## config.mk

```make
export PLATFORM = sky130hd
export DESIGN_NAME = ordered_timer_queue_core
export DESIGN_NICKNAME = d
export VERILOG_FILES = /design/src/rtl/otq_pkg.sv /design/src/rtl/otq_ram.sv /design/src/rtl/ordered_timer_queue_core.sv
export SDC_FILE = /design/constraint.sdc
export NUM_CORES = 1
export LEC_CHECK = 0
export BUFFER_PORTS_ARGS = -buffer_cell sky130_fd_sc_hd__buf_2
export CAP_MARGIN = 15
export CORE_MARGIN = 3
export CORE_UTILIZATION = 56
export CTS_BUF_LIST = sky130_fd_sc_hd__clkbuf_16
export DETAILED_ROUTE_END_ITERATION = 7
export PLACE_DENSITY = 0.72
export SETUP_SLACK_MARGIN = 0.5
export SLEW_MARGIN = 30
export SYNTH_ARGS = -nofsm -noshare
export SYNTH_HDL_FRONTEND = slang
export SYNTH_HIERARCHICAL = 1
export SYNTH_SLANG_ARGS = --single-unit
```

## constraint.sdc

```tcl
create_clock -name clk -period 7 [get_ports clk]
set_input_delay 0.35 -clock clk [delete_from_list [all_inputs] [get_ports clk]]
set_output_delay 0.35 -clock clk [all_outputs]
set_load 0.01 [all_outputs]
```

## src/rtl/otq_pkg.sv

```systemverilog
`timescale 1ns / 1ps
package otq_pkg;

  localparam int MAX_TIMERS = 16;
  localparam int ADDR_W     = $clog2(MAX_TIMERS);
  localparam int CNT_W      = $clog2(MAX_TIMERS + 1);

  // request codes
  localparam logic [1:0] REQ_TICK       = 2'd0;
  localparam logic [1:0] REQ_SCHEDULE   = 2'd1;
  localparam logic [1:0] REQ_CANCEL     = 2'd2;
  localparam logic [1:0] REQ_CANCEL_ALL = 2'd3;

  // result kinds
  localparam logic [1:0] RK_EXPIRED  = 2'd0;
  localparam logic [1:0] RK_SCHEDULE = 2'd1;
  localparam logic [1:0] RK_CANCEL   = 2'd2;

  // status codes
  localparam logic [1:0] ST_OK        = 2'd0;
  localparam logic [1:0] ST_FULL      = 2'd1;
  localparam logic [1:0] ST_NOT_FOUND = 2'd2;

  typedef enum logic {
    S_IDLE,
    S_RUN
  } state_t;

  // one queue entry, stored in expiry order
  typedef struct packed {
    logic [7:0]  owner;
    logic [2:0]  kind;
    logic [7:0]  resource;
    logic [31:0] remaining;
  } entry_t;

  typedef struct packed {
    logic [1:0]  kind;
    logic [1:0]  status;
    logic [7:0]  owner;
    logic [2:0]  tkind;
    logic [7:0]  resource;
    logic [4:0]  removed;
    logic        last;
  } result_t;

endpackage

```

## src/rtl/otq_ram.sv

```systemverilog
`timescale 1ns / 1ps
module otq_ram #(
  parameter int WIDTH = 8,
  parameter int DEPTH = 16
) (
  input  logic                     clk,
  input  logic                     re,
  input  logic [$clog2(DEPTH)-1:0] raddr,
  output logic [WIDTH-1:0]         rdata,
  input  logic                     we,
  input  logic [$clog2(DEPTH)-1:0] waddr,
  input  logic [WIDTH-1:0]         wdata
);

  logic [WIDTH-1:0] mem [DEPTH];

  // single write port, registered read port
  always_ff @(posedge clk) begin
    if (we) begin
      mem[waddr] <= wdata;
    end
    if (re) begin
      rdata <= mem[raddr];
    end
  end

endmodule

```

## src/rtl/ordered_timer_queue_core.sv

```systemverilog
`timescale 1ns / 1ps
// Ordered timer queue: up to 16 timeouts kept in one RAM sorted by expiry,
// equal expiries in insertion order. A transaction is taken when start is high
// and busy is low. Each request walks the occupied RAM entries at most once
// through the single read port and compacts or shifts them through the write
// port. Busy stays high while a tick, cancel or cancel-all sweeps every entry
// held or a schedule walks down to the new entry's place (less far when it
// lands near the tail); a schedule into a full queue answers in the next
// cycle without raising busy. Results appear one per cycle, result_valid
// high for exactly one cycle; the receiver cannot stall them, and last marks
// the final result of a request. A tick with nothing expiring gives no result.
module ordered_timer_queue_core (
  input  logic        clk,
  input  logic        rst,
  input  logic        start,
  output logic        busy,
  input  logic [1:0]  req_type,
  input  logic [7:0]  owner_id,
  input  logic [2:0]  timeout_kind,
  input  logic [7:0]  resource_id,
  input  logic [31:0] delay_ticks,
  input  logic        lock_kind_we,
  input  logic [2:0]  lock_kind_wdata,
  output logic        result_valid,
  output logic [1:0]  result_kind,
  output logic [1:0]  status,
  output logic [7:0]  out_owner,
  output logic [2:0]  out_kind,
  output logic [7:0]  out_resource,
  output logic [4:0]  removed_count,
  output logic        last
);

  localparam int AW = otq_pkg::ADDR_W;
  localparam int CW = otq_pkg::CNT_W;

  otq_pkg::state_t state, state_next;

  logic [2:0]    lock_kind;
  logic [CW-1:0] cnt, cnt_next;
  logic [CW-1:0] rd, rd_next;
  logic [CW-1:0] wr, wr_next;
  logic [AW-1:0] pos, pos_next;
  logic          dv, dv_next;
  logic          found, found_next;
  logic [4:0]    removed, removed_next;
  logic          pend_v, pend_v_next;
  otq_pkg::entry_t pend, pend_next;

  logic [1:0]  rq_type;
  logic [7:0]  rq_owner;
  logic [2:0]  rq_kind;
  logic [7:0]  rq_res;
  logic [31:0] rq_delay;
  logic        accept;

  logic            re, we;
  logic [AW-1:0]   raddr, waddr;
  otq_pkg::entry_t rdata, wdata, rdata_q;
  logic            res_v, res_v_next;
  otq_pkg::result_t res, res_next;

  logic        issue, finish, match, ins_now;
  logic [31:0] dec;

  assign accept = start && !busy;
  assign busy   = (state == otq_pkg::S_RUN);
  assign rdata  = rdata_q;

  otq_ram #(
    .WIDTH($bits(otq_pkg::entry_t)),
    .DEPTH(otq_pkg::MAX_TIMERS)
  ) u_ram (
    .clk  (clk),
    .re   (re),
    .raddr(raddr),
    .rdata(rdata_q),
    .we   (we),
    .waddr(waddr),
    .wdata(wdata)
  );

  // per-entry decisions on the data coming back from the RAM
  assign dec     = rdata.remaining - 32'd1;
  assign match   = (rdata.owner == rq_owner) && (rdata.kind == rq_kind) &&
                   !((rq_kind == lock_kind) && (rdata.resource != rq_res));
  assign ins_now = dv && !(rdata.remaining > rq_delay);
  assign issue   = (rq_type == otq_pkg::REQ_SCHEDULE) ? (rd != '0) : (rd < cnt);
  assign finish  = (rq_type == otq_pkg::REQ_SCHEDULE) ? (ins_now || (!dv && rd == '0))
                                                      : (!dv && !issue);

  // next state
  always_comb begin
    state_next = state;
    case (state)
      otq_pkg::S_IDLE: begin
        if (accept && !(req_type == otq_pkg::REQ_SCHEDULE &&
                        cnt == CW'(otq_pkg::MAX_TIMERS))) begin
          state_next = otq_pkg::S_RUN;
        end
      end
      otq_pkg::S_RUN: begin
        if (finish) begin
          state_next = otq_pkg::S_IDLE;
        end
      end
      default: state_next = otq_pkg::S_IDLE;
    endcase
  end

  // sweep datapath, ram access and results
  always_comb begin
    cnt_next     = cnt;
    rd_next      = rd;
    wr_next      = wr;
    pos_next     = pos;
    dv_next      = 1'b0;
    found_next   = found;
    removed_next = removed;
    pend_v_next  = pend_v;
    pend_next    = pend;
    re           = 1'b0;
    raddr        = '0;
    we           = 1'b0;
    waddr        = '0;
    wdata        = rdata;
    res_v_next   = 1'b0;
    res_next     = '0;
    case (state)
      otq_pkg::S_IDLE: begin
        if (accept) begin
          rd_next      = (req_type == otq_pkg::REQ_SCHEDULE) ? cnt : '0;
          wr_next      = '0;
          found_next   = 1'b0;
          removed_next = '0;
          pend_v_next  = 1'b0;
          if (req_type == otq_pkg::REQ_SCHEDULE && cnt == CW'(otq_pkg::MAX_TIMERS)) begin
            res_v_next      = 1'b1;
            res_next.kind   = otq_pkg::RK_SCHEDULE;
            res_next.status = otq_pkg::ST_FULL;
            res_next.last   = 1'b1;
          end
        end
      end
      otq_pkg::S_RUN: begin
        if (rq_type == otq_pkg::REQ_SCHEDULE) begin
          // walk down from the tail, shifting later expiries up by one
          if (issue && !ins_now) begin
            re      = 1'b1;
            raddr   = AW'(rd - CW'(1));
            rd_next = rd - CW'(1);
            pos_next = AW'(rd - CW'(1));
            dv_next = 1'b1;
          end
          if (dv) begin
            we    = 1'b1;
            waddr = pos + AW'(1);
            if (ins_now) begin
              wdata = '{owner: rq_owner, kind: rq_kind, resource: rq_res,
                        remaining: rq_delay};
            end else begin
              wdata = rdata;
            end
          end else if (finish) begin
            we    = 1'b1;
            waddr = '0;
            wdata = '{owner: rq_owner, kind: rq_kind, resource: rq_res,
                      remaining: rq_delay};
          end
          if (finish) begin
            cnt_next        = cnt + CW'(1);
            res_v_next      = 1'b1;
            res_next.kind   = otq_pkg::RK_SCHEDULE;
            res_next.status = otq_pkg::ST_OK;
            res_next.last   = 1'b1;
          end
        end else begin
          // walk up from the head, compacting kept entries
          if (issue) begin
            re       = 1'b1;
            raddr    = AW'(rd);
            rd_next  = rd + CW'(1);
            pos_next = AW'(rd);
            dv_next  = 1'b1;
          end
          if (dv) begin
            case (rq_type)
              otq_pkg::REQ_TICK: begin
                if (dec == '0) begin
                  if (pend_v) begin
                    res_v_next        = 1'b1;
                    res_next.kind     = otq_pkg::RK_EXPIRED;
                    res_next.owner    = pend.owner;
                    res_next.tkind    = pend.kind;
                    res_next.resource = pend.resource;
                  end
                  pend_v_next = 1'b1;
                  pend_next   = rdata;
                end else begin
                  we              = 1'b1;
                  waddr           = AW'(wr);
                  wdata.remaining = dec;
                  wr_next         = wr + CW'(1);
                  if (pend_v) begin
                    res_v_next        = 1'b1;
                    res_next.kind     = otq_pkg::RK_EXPIRED;
                    res_next.owner    = pend.owner;
                    res_next.tkind    = pend.kind;
                    res_next.resource = pend.resource;
                    res_next.last     = 1'b1;
                    pend_v_next       = 1'b0;
                  end
                end
              end
              otq_pkg::REQ_CANCEL: begin
                if (match && !found) begin
                  found_next = 1'b1;
                end else begin
                  we      = 1'b1;
                  waddr   = AW'(wr);
                  wr_next = wr + CW'(1);
                end
              end
              default: begin
                if (rdata.owner == rq_owner) begin
                  removed_next = removed + 5'd1;
                end else begin
                  we      = 1'b1;
                  waddr   = AW'(wr);
                  wr_next = wr + CW'(1);
                end
              end
            endcase
          end
          if (finish) begin
            cnt_next = wr;
            case (rq_type)
              otq_pkg::REQ_TICK: begin
                if (pend_v) begin
                  res_v_next        = 1'b1;
                  res_next.kind     = otq_pkg::RK_EXPIRED;
                  res_next.owner    = pend.owner;
                  res_next.tkind    = pend.kind;
                  res_next.resource = pend.resource;
                  res_next.last     = 1'b1;
                  pend_v_next       = 1'b0;
                end
              end
              otq_pkg::REQ_CANCEL: begin
                res_v_next       = 1'b1;
                res_next.kind    = otq_pkg::RK_CANCEL;
                res_next.status  = found ? otq_pkg::ST_OK : otq_pkg::ST_NOT_FOUND;
                res_next.removed = found ? 5'd1 : 5'd0;
                res_next.last    = 1'b1;
              end
              default: begin
                res_v_next       = 1'b1;
                res_next.kind    = otq_pkg::RK_CANCEL;
                res_next.status  = (removed != '0) ? otq_pkg::ST_OK
                                                   : otq_pkg::ST_NOT_FOUND;
                res_next.removed = removed;
                res_next.last    = 1'b1;
              end
            endcase
          end
        end
      end
      default: ;
    endcase
  end

  // control registers
  always_ff @(posedge clk) begin
    if (rst) begin
      state     <= otq_pkg::S_IDLE;
      cnt       <= '0;
      dv        <= 1'b0;
      pend_v    <= 1'b0;
      res_v     <= 1'b0;
      lock_kind <= 3'd1;
    end else begin
      state  <= state_next;
      cnt    <= cnt_next;
      dv     <= dv_next;
      pend_v <= pend_v_next;
      res_v  <= res_v_next;
      if (lock_kind_we) begin
        lock_kind <= lock_kind_wdata;
      end
    end
  end

  // sweep and payload registers
  always_ff @(posedge clk) begin
    rd      <= rd_next;
    wr      <= wr_next;
    pos     <= pos_next;
    found   <= found_next;
    removed <= removed_next;
    pend    <= pend_next;
    res     <= res_next;
    if (accept) begin
      rq_type  <= req_type;
      rq_owner <= owner_id;
      rq_kind  <= timeout_kind;
      rq_res   <= resource_id;
      rq_delay <= (delay_ticks == '0) ? 32'd1 : delay_ticks;
    end
  end

  assign result_valid  = res_v;
  assign result_kind   = res.kind;
  assign status        = res.status;
  assign out_owner     = res.owner;
  assign out_kind      = res.tkind;
  assign out_resource  = res.resource;
  assign removed_count = res.removed;
  assign last          = res.last;

`ifndef SYNTHESIS
  a_cnt_bound: assert property (@(posedge clk) disable iff (rst)
    cnt <= CW'(otq_pkg::MAX_TIMERS))
    else $error("entry count above capacity");

  a_status_last: assert property (@(posedge clk) disable iff (rst)
    res_v && (res.kind != otq_pkg::RK_EXPIRED) |-> res.last)
    else $error("status result without last");

  a_run_after_accept: assert property (@(posedge clk) disable iff (rst)
    accept && (req_type != otq_pkg::REQ_SCHEDULE) |=> busy)
    else $error("request accepted without a sweep");
`endif

endmodule

```

## Yosys cells after proc, flatten, opt, wreduce, memory -nomap -nowiden

Memories as Yosys holds them, arrays and structs flattened. A register that Yosys moved wholly into a read port is not among the register bits.
Index checks and enable logic that the tools add are counted.

- Bits in writable memories: 816
- Memories kept: 1
- Bits in registers: 133
- Output and inout port bits: 31
- Logic and storage cells: 212
- Input port bits: 60

Memories:

| memory | depth | bits a word | read ports | clocked after memory_dff | write ports | RTL line | RTL |
|---|---|---|---|---|---|---|---|
| u_ram.mem | 16 | 51 | 1 | 1 | 1 | otq_ram.sv:15 | `logic [WIDTH-1:0] mem [DEPTH];` |

- $lt $le $gt $ge: 2
- Reductions and logical operators: 38
- Bitwise operators: 3
- Add/subtract/negate cells: 7
- Muxes and demuxes: 114
- Equal/unequal tests: 21

Operator list:

| operator | number |
|---|---|
| $mux 51 | 4 |
| $mux 32 | 4 |
| $mux 19 | 6 |
| $mux 5 | 18 |
| $logic_not 32->1 | 2 |
| $mux 4 | 15 |
| $pmux 5 s2 | 5 |
| $mux 1 | 46 |
| $gt 32x32->1 | 1 |
| $sub 32x1->32 const B | 1 |
| $mux 29 | 1 |
| $add 5x1->5 const B | 4 |
| $pmux 4 s2 | 2 |
| $reduce_and 5->1 | 3 |
| $pmux 1 s2 | 6 |
| $logic_and 1x1->1 | 11 |
| $ne 2x1->1 const B | 5 |
| $reduce_bool 5->1 | 2 |
| $mux 3 | 3 |
| $eq 8x8->1 | 1 |
| $logic_not 1->1 | 8 |
| $ne 8x8->1 | 1 |
| $eq 3x3->1 | 2 |
| $mux 2 | 3 |
| 22 further kinds | 31 |

## Logic depth before layout (Yosys ltp)

- Depth after elaboration: 12
- Gate-level depth with buffers: 17
- Depth with buffers taken out: 14

## Modules after synthesis

Netlist, hierarchy kept.

By module, submodules not included:

| module | cells an instance | area each (um2) | sequential area each (um2) | instances |
|---|---|---|---|---|
| otq_ram | 1,320 | 32,122.1 | 26,035.0 | 1 |
| ordered_timer_queue_core | 892 | 8,375.5 | 3,583.4 | 1 |

## Worst setup path after synthesis

No wires, ideal clock.

- Kind: register to register
- Start: reg u_ram.rdata[0] (read register of u_ram.mem)
- End: mem u_ram/mem[0][0] in the netlist's numbering (enable)
- Clock period less this slack: 7.359 ns
- Library setup time: 0.522 ns
- Setup slack: -0.359 ns
- Buffers on the path: 0
- Cell stages (with the launch flop): 14
- Arrival time: 6.837 ns
- Required time: 6.478 ns
- Path through: edfxtp_1 inv_1 ha_1 or3b_1 nor4_4 nand2_1 xnor2_1 nor4_4 nand4_4 a21oi_1 nor2_1 o2bb2ai_1 or3b_2 nor3_1

- Elaborated cells between the ends (all ways): 21
- Classes of those cells: 1 x add/sub; 1 x order compare; 15 x mux; 4 x reduce/logical

RTL lines:

| element | RTL line | RTL |
|---|---|---|
| from (decl) | otq_ram.sv:9 | `output logic [WIDTH-1:0] rdata,` |
| $sub 32x1->32 | ordered_timer_queue_core.sv:84 | `assign dec = rdata.remaining - 32'd1;` |
| $logic_not 32->1 | ordered_timer_queue_core.sv:189 | `if (dec == '0) begin` |
| $mux 4 | ordered_timer_queue_core.sv:189 |  |
| $pmux 4 s2 | ordered_timer_queue_core.sv:187 | `case (rq_type)` |
| $mux 4 | ordered_timer_queue_core.sv:186 | `if (dv) begin` |
| $mux 4 | ordered_timer_queue_core.sv:146 | `if (rq_type == otq_pkg::REQ_SCHEDULE) begin` |
| $mux 4 | ordered_timer_queue_core.sv:129 | `case (state)` |
| via waddr[2] | ordered_timer_queue_core.sv:58 | `logic [AW-1:0] raddr, waddr;` |
| to (decl) | otq_ram.sv:15 |  |

The timed path passes the listed nets, and every way through them passes these cells.

## Worst setup path after layout

- Start: reg u_ram.rdata[0] (read register of u_ram.mem)
- End: mem u_ram/mem[11][11] in the netlist's numbering (enable)

The elaborated chain is that of the path after synthesis.

==> impl_metrics.ini <==
[run_status]
outcome = finished, final reports clean

[detailed_routing]
routed_wl_um = 99230
wl_per_cell_um = 29.03
ant_nets = 0
drt_pass1_iterations = 6
drtIter0Drc = 2536
drc = 0
post_drt_via_cell_ratio = 6.424
dr_total_vias = 21960

[critical_path]
cp_common_cell = nor4_4
critical_path_class = register to register
cp_max_fo = 20
cp.required_ps = 7310
cp_cell_sequence = inv_1 -> ha_1 -> or3b_1 -> nor4_4 -> nand2_1 -> xnor2_1 -> nor4_4 -> nand4_4 -> a21oi_1 -> nor2_1 -> o2bb2ai_1 -> nand3b_1 -> nor2_4 -> buf_4
cpPeakStageDelay_ps = 810
arrival_ps = 5980
start_kind = register
endpoint_kind = register
slowest_stage = nor2_4

[yosys]
netlist_area_um2 = 40500
ys_types = 87
ys.flop_type = edfxtp_1
synth_edf_count = 959
ys_top_cells_by_area = edfxtp_1 (71%), mux4_2 (11%), dfxtp_1 (2.0%), a22oi_1 (1.9%), nand2_1 (1.5%)
synth_largest_area_cell = edfxtp_1
synth-seq-cells = 1000
async_flop_share_pct = 0
synth_warnings = 6
synth_top_area_share_pct = 71.11
postSynthAreaPerCell_um2 = 18.31
ys_seq_area_share_pct = 73.14
syn_inst = 2212
synth_nets = 2319

[worst_hold_path]
hold_path_class = input pin to register

[clock_network]
cts_made_buffers = 98
htree_levels = 3
clockBufferDepth = 3
clock_sinks = 1000
clk_latency_ps = 670
clk_pin_slew_worst_paths_ps = 60
cts_tree = done
root_buffer = clkbuf_16

[sta]
setup_tns_ps = 0
period_minus_slack_ps = 5665
skew_ps = 69.72
rsz0062_at_grt = false
hold_viol = 0
worstMarginPinSlew_ps = 982.5
period_share_pct = 80.92
drv_slew = 0
fmax_ghz = 0.1765
finalSetupViolations = 0
relSlewSlack_pct = 34.50
worst_hold_slack_ps = 47.03
setup_ws_ps = 1335

[run]
cap_violations = 0

[placed_design]
hpwlAfterDp_um = 58020
place_ws_ps = 1313
port_buffers = 90
place.gp.congestion = 0.8925

[power_and_ir_drop]
p_int_uw = 9972
clockPowerShare_pct = 39.7
irDropWorstVdd_v = 0.0002162
swShare_pct = 22.27
power_frac_comb_pct = 7.3
switchingPower_uw = 2857
power_frac_seq_pct = 53.0
power_density_nw_per_um2 = 277.4
power_uw = 12830
leakagePower_uw = 0.01500

[floorplanning]
die_area_um2 = 75580
fp.dieH_um = 274.9
initial_core_util_pct = 57.14
fp-row-count = 97
die_w_um = 274.9
core_um2 = 70880
boundaryPins = 91

[global_route]
antenna_found_initial = 0
grt_usage_pct = 26.89
overflow = 0
grt_pass1_vias = 22650
grt_max_degree = 52
grt_pass1_wl_um = 147500

[cells_and_area]
seqCellArea_um2 = 29620
nets = 2505
fillers = 4729
drive_gt1_share_pct = 23.04
antenna_cells = 0
multi_input_area_um2 = 10180
final_common_cell = edfxtp_1
layout_common_cells = edfxtp_1 (959), mux4_2 (204), nand2_1 (162)
area_delta_synth_final_pct = 14.20
## path summary, 6_finish.rpt
kind | start | to | slack [ps] | cells past startpoint
worst max-delay path | u_ram/rdata[0]$_DFFE_PP_ | u_ram/mem[11][11]$_DFFE_PP_ | 1340 | 14
worst max register to register | u_ram/rdata[0]$_DFFE_PP_ | u_ram/mem[11][11]$_DFFE_PP_ | 1340 | 14
worst min-delay path | lock_kind_we | lock_kind[2]$_SDFFE_PP0P_ | 50 | 3
worst min register to register | pend[46]$_DFFE_PP_ | out_owner[3]$_SDFF_PP0_ | 430 | 1
## timing repair
item | in CTS | in global routing
hold endpoints to repair | 56 | 0
hold buffers | 58 | 0
gates resized for setup | 0 | 0
setup buffers | 0 | 0
endpoints found under the setup margin | 0 | 0
## routing by layer
| layer | up-vias | global-route usage [%] | routed length, µm |
|---|---|---|---|
| met5 | - | 0 | 0 |
| met4 | 0 | 8.116 | 2854 |
| met3 | 175 | 5.817 | 9907 |
| met2 | 1174 | 42.64 | 47680 |
| met1 | 11270 | 38.13 | 38780 |
| li1 | 9337 | - | - |
## worst max-delay path, delay by kind of cell, from the launching register on
kind            cells  cell delay [ps]
compound gates      2              500
xor+xnor            1              220
buf+inv             2              620
flops               1              450
simple gates        8             3250
fa+ha+maj           1              290
## area by class of cell
class / instances / share of cell area [%]
sequential: 1000 / 64.04
multi-input combinational: 1017 / 22.01
clock buffer: 100 / 5.411
timing repair buffer: 228 / 4.164
tap: 940 / 2.543
clock inverter: 80 / 1.399
inverter: 53 / 0.4302
## flip-flops by register name (all words and copies together) (netlist names), 4 cells and up
name and flops:
rq_res 8, u_ram/rdata 51, rq_owner 8, u_ram/mem 816, out_owner 8, rd 5, rq_delay 32, wr 5
removed 5, pos 4, pend 19, out_resource 8, removed_count 5, cnt 5
## power groups by stage
stage                     Sequential (µW)  Combinational [µW]  Clock [µW]
final                                6800                 932        5100
after global routing                 6810                1010        5420
after CTS                            6800                 926        5180
after detailed placement             6930                 894           0
after global placement               6920                 870           0
after floorplan                      6890                 601           0
## kinds of logic (layout without fill, tap and decap cells)
logic type	after synthesis	in the layout	synth area share, %
flops	1000	1000	73.14
simple gates	441	441	5.709
compound gates	275	275	4.999
mux	210	210	11.49
buf+inv	195	461	2.258
fa+ha+maj	47	47	1.452
xor+xnor	44	44	0.9516
## metrics by stage
| stage | utilization (%) | instances | cell area [µm²] |
|---|---|---|---|
| 3_3_place_gp | 59.82 | 3172 | 42400 |
| 3_5_place_dp | 59.86 | 3175 | 42430 |
| 2_1_floorplan | - | 2212 | 40520 |
| 5_1_grt | 65.25 | 3418 | 46250 |
| 4_1_cts | 65.13 | 3413 | 46160 |
| 6_report | 65.25 | 3418 | 46250 |
## Yosys cell counts (4+ instances only)
cell      count
buf_4         5
and2_1       27
mux4_2      204
nor2_1       64
o211ai_1     17
nor2b_1       7
nand2_1     162
o311ai_0      6
nand2b_1      9
buf_6        17
o221ai_1      9
a211oi_1      6
inv_1        53
dfxtp_1      41
o31a_1        4
or2_2         7
a21oi_1      28
o31ai_1       6
buf_1        13
o21ai_0      27
nor4_1       23
a22oi_1     104
xnor2_1      29
nand3_1      34
ha_1         47
o32ai_1       5
nand4_1      20
mux2i_1       6
or3_1         5
a221o_1       5
xor2_1       15
and3_1       10
buf_2        20
edfxtp_1    959
a31oi_1       6
a21o_1       12
nor3_1       28
clkbuf_1     86
nand3b_1      6
Note: power is estimated with default switching activity, not from simulation.
